### config.mk
export PLATFORM = sky130hd
export DESIGN_NAME = bse_word_alu
export DESIGN_NICKNAME = d
export VERILOG_FILES = /design/src/sv/bse_pkg.sv /design/src/sv/bse_word_alu.sv
export SDC_FILE = /design/constraint.sdc
export NUM_CORES = 1
export LEC_CHECK = 0
export BUFFER_PORTS_ARGS = -buffer_cell sky130_fd_sc_hd__buf_2
export CAP_MARGIN = 5
export CORE_MARGIN = 3
export CORE_UTILIZATION = 45
export DETAILED_ROUTE_END_ITERATION = 10
export PLACE_DENSITY = 0.71
export SYNTH_ARGS = -nofsm -noshare
export SYNTH_HDL_FRONTEND = slang
export SYNTH_SLANG_ARGS = --single-unit
### constraint.sdc
create_clock -name vclk -period 8.9
set_clock_uncertainty 0.2 [all_clocks]
set_input_delay 1.78 -clock vclk [all_inputs]
set_output_delay 1.78 -clock vclk [all_outputs]
set_load 0.005 [all_outputs]
### src/sv/bse_pkg.sv
// Shared constants, op codes and types of the bitmap set engine.
package bse_pkg;

  localparam int NUM_SETS      = 4;
  localparam int WORDS_PER_SET = 16;
  localparam int WORD_BITS     = 64;

  localparam int SET_W     = $clog2(NUM_SETS);
  localparam int WIDX_W    = $clog2(WORDS_PER_SET);
  localparam int BIT_W     = $clog2(WORD_BITS);
  localparam int ADDR_W    = SET_W + WIDX_W;
  localparam int DEPTH     = NUM_SETS * WORDS_PER_SET;
  localparam int CAP_LIMIT = WORDS_PER_SET * WORD_BITS;

  // Fixed field widths of the command and register ports.
  localparam int OP_W   = 4;
  localparam int SEL_W  = 2;
  localparam int ELEM_W = 12;
  localparam int CAP_W  = 11;

  // Operation codes.
  localparam logic [OP_W-1:0] OP_ADD     = 4'd0;
  localparam logic [OP_W-1:0] OP_REMOVE  = 4'd1;
  localparam logic [OP_W-1:0] OP_TEST    = 4'd2;
  localparam logic [OP_W-1:0] OP_UNION   = 4'd3;
  localparam logic [OP_W-1:0] OP_INTERS  = 4'd4;
  localparam logic [OP_W-1:0] OP_DIFF    = 4'd5;
  localparam logic [OP_W-1:0] OP_SYMDIFF = 4'd6;
  localparam logic [OP_W-1:0] OP_COMPL   = 4'd7;
  localparam logic [OP_W-1:0] OP_EQUAL   = 4'd8;
  localparam logic [OP_W-1:0] OP_SUBSET  = 4'd9;
  localparam logic [OP_W-1:0] OP_STRICT  = 4'd10;
  localparam logic [OP_W-1:0] OP_CLEAR   = 4'd11;

  // Outputs of the word unit for one word.
  typedef struct packed {
    logic [WORD_BITS-1:0] word;  // value to write back
    logic                 eq;    // masked words are equal
    logic                 sub;   // masked A word lies within masked B word
    logic                 hit;   // selected element bit is set in A
  } alu_res_t;

  // Set selector reduced to a valid set index.
  function automatic logic [SET_W-1:0] set_index(input logic [SEL_W-1:0] v);
    int unsigned t;
    t = 32'(v) % NUM_SETS;
    return SET_W'(t);
  endfunction

endpackage

### src/sv/bse_word_alu.sv
// Shared word unit: set logic, capacity mask and word compare for one word.
module bse_word_alu
  import bse_pkg::*;
(
  input  logic [OP_W-1:0]      op_i,
  input  logic [WORD_BITS-1:0] x_i,
  input  logic [WORD_BITS-1:0] y_i,
  input  logic [WIDX_W-1:0]    widx_i,
  input  logic [CAP_W-1:0]     cap_i,
  input  logic [BIT_W-1:0]     bit_i,
  output alu_res_t             res_o
);

  logic [WIDX_W+BIT_W-1:0] base;
  logic [CAP_W-1:0]        count;
  logic [WORD_BITS-1:0]    mask;
  logic [WORD_BITS-1:0]    bitm;
  logic [WORD_BITS-1:0]    xm;
  logic [WORD_BITS-1:0]    ym;

  // Valid positions of this word: the top bits up to the capacity.
  always_comb begin
    base  = {widx_i, BIT_W'(0)};
    count = cap_i - CAP_W'(base);
    if (cap_i <= CAP_W'(base)) begin
      mask = '0;
    end else if (count >= CAP_W'(WORD_BITS)) begin
      mask = '1;
    end else begin
      mask = ~({WORD_BITS{1'b1}} >> count[BIT_W-1:0]);
    end
  end

  // Element e sits at bit WORD_BITS-1 - e mod WORD_BITS.
  assign bitm = {1'b1, {(WORD_BITS-1){1'b0}}} >> bit_i;

  assign xm = x_i & mask;
  assign ym = y_i & mask;

  // Result word selected by the operation.
  always_comb begin
    case (op_i)
      OP_ADD:     res_o.word = x_i | bitm;
      OP_REMOVE:  res_o.word = x_i & ~bitm;
      OP_UNION:   res_o.word = (x_i | y_i) & mask;
      OP_INTERS:  res_o.word = (x_i & y_i) & mask;
      OP_DIFF:    res_o.word = (x_i & ~y_i) & mask;
      OP_SYMDIFF: res_o.word = (x_i ^ y_i) & mask;
      OP_COMPL:   res_o.word = ~x_i & mask;
      default:    res_o.word = x_i;
    endcase
    res_o.eq  = (xm == ym);
    res_o.sub = ((xm & ~ym) == '0);
    res_o.hit = |(x_i & bitm);
  end

endmodule

==> results.cfg <==
[status]
status = completed

[synth]
synth_top_cell_by_area = ha_1
ys_top_cells_by_count = nand2_1 (165), inv_1 (135), ha_1 (132)
syn-num-nets = 1747
synth_top_family_by_area = compound AO/OA/AOI/OAI gates
synth_compound_area_share_pct = 33.20
postSynthCellCount = 1461
synth_cell_types = 71
synth.mux.area_fraction_pct = 4.985
yosys_warnings = 0
synthSimpleGateAreaFrac_pct = 26.34
synth_xor_area_share_pct = 6.319
synthAdderAreaFrac_pct = 18.00
synthesis.area_mm2 = 0.009286
synth_area_leaders = ha_1 (18%), nand2_1 (6.7%), inv_1 (5.5%)
synth_area_per_cell_um2 = 6.356
yosysMostFrequentCell = nand2_1
synth-seq-area-share_pct = 0
synth_top_area_share_pct = 17.78

[timing]
period_minus_slack_ps = 7828
fin_tns_setup_ps = 0
maxSlewViolCount = 0
relSlewSlack_pct = 16.77
fin_crit_sh_pct = 87.96
max_freq_mhz = 127.7
final_hold_viol_count = 0
rsz0062_at_grt = false
setup_viol = 0
worst_pin_slew_ps = 1239

[global_routing]
grt_usage_pct = 45.73
grt_antenna_before_repair = 2
grt_max_degree = 77
grt_pass1_vias = 11930
grt_pass1_wl_um = 77070
gr-total-overflow = 0

[setup_path]
cp.arrival_ps = 5850
critPathCaptureType = primary output
cp_max_fo = 23
worstSetupStartpointType = primary input
path_class = in2out
startpoint = widx_i[0]
required_ps = 6920

[drt]
drc = 0
wl_um = 54250
wl_per_cell_um = 29.29
vias_per_cell = 7.009
final_antenna_net_count = 0
num_vias = 12980
drtIter0Drc = 1856
dr.pass1.iters = 6

[clock_network]
cts_resized = 0
cts_hold_buf = 0
cts_setup_buffers = 0

[min_path]
hold_end = res_o[38]
holdCritStartpoint = x_i[35]
hold_path.class = in2out
min_path_cells = 4

[floorplanning]
io_pins = 220
design.die.area_mm2 = 0.02240
die_width_um = 149.7
die_h_um = 149.7
core_area_mm2 = 0.01985
start_util_pct = 46.79
core.rowCount = 51

[job]
max_cap_viol_count = 0

[final_layout]
nClkBuffers = 0
areaGrowthSynthToFinish_pct = 12.33
seq_cells = 0
ff_latch_area_um2 = 0
drive_gt1_share_pct = 17.02
nets = 1874

[place]
io_buffers = 220
place_congestion = 1.115
hpwl_um = 42910
[worst max-delay path by stage]
stage,end,cells past startpoint,slack (ps)
after floorplan,res_o[1],14,2460
after global placement,res_o[1],13,1330
after detailed placement,res_o[1],14,1320
after CTS,res_o[1],14,1300
after global routing,res_o[1],13,850
final,res_o[1],14,1070
[cell usage in the layout, fill, tap and decap left out, drive strengths merged, types with 29 or more instances in the layout]
cell    instances
nand2         165
xnor2          40
inv           137
buf           246
nor2           85
o211ai         36
o21ai          82
a21oi          87
nand3          56
and3           29
nor3           43
o22ai          29
ha            132
mux2i          44
[per-layer routing]
| layer | track usage [%] | wire (um) | up-vias |
|---|---|---|---|
| met1 | 60.03 | 20510 | 5995 |
| met5 | 0 | 18 | - |
| met3 | 11.60 | 7580 | 252 |
| met4 | 28.04 | 4420 | 2 |
| li1 | - | - | 5658 |
| met2 | 66.79 | 21730 | 1073 |
[kinds of logic (layout without fill, tap and decap cells)]
group	count (synthesis)	after routing
mux	46	46
fa+ha+maj	133	133
xor+xnor	67	67
compound gates	451	451
other cells	0	1
buf+inv	258	383
simple gates	506	506
[final cells by class]
class	instances	area [um^2]
Tap cell	265	331.6
Fill cell	2047	9414
Inverter	137	514.2
Antenna cell	1	2.502
Multi-Input combinational cell	1203	8280
Timing Repair Buffer	246	1303
[worst max-delay path, cell delays in order]
cell,delay [ps]
buf_2,100
ha_1,200
fa_1,450
nor2b_4,150
o21a_1,170
o311a_1,220
nand2_1,580
o31a_1,570
and2_1,190
ha_1,170
nor4_1,320
nand4_1,260
nor4_1,460
buf_2,200
[metrics by stage]
| step | util (%) | worst slack (ps) | hold slack [ps] | std cells | cell area [um^2] |
|---|---|---|---|---|---|
| after floorplan | - | 2457 | 3475 | 1461 | 9286 |
| after global placement | 52.55 | 1329 | 3740 | 1851 | 10430 |
| after detailed placement | 52.55 | 1321 | 3746 | 1851 | 10430 |
| after CTS | 52.55 | 1302 | 3747 | 1851 | 10430 |
| after global routing | 52.55 | 848.6 | 3760 | 1851 | 10430 |
| final | 52.56 | 1072 | 3765 | 1852 | 10430 |
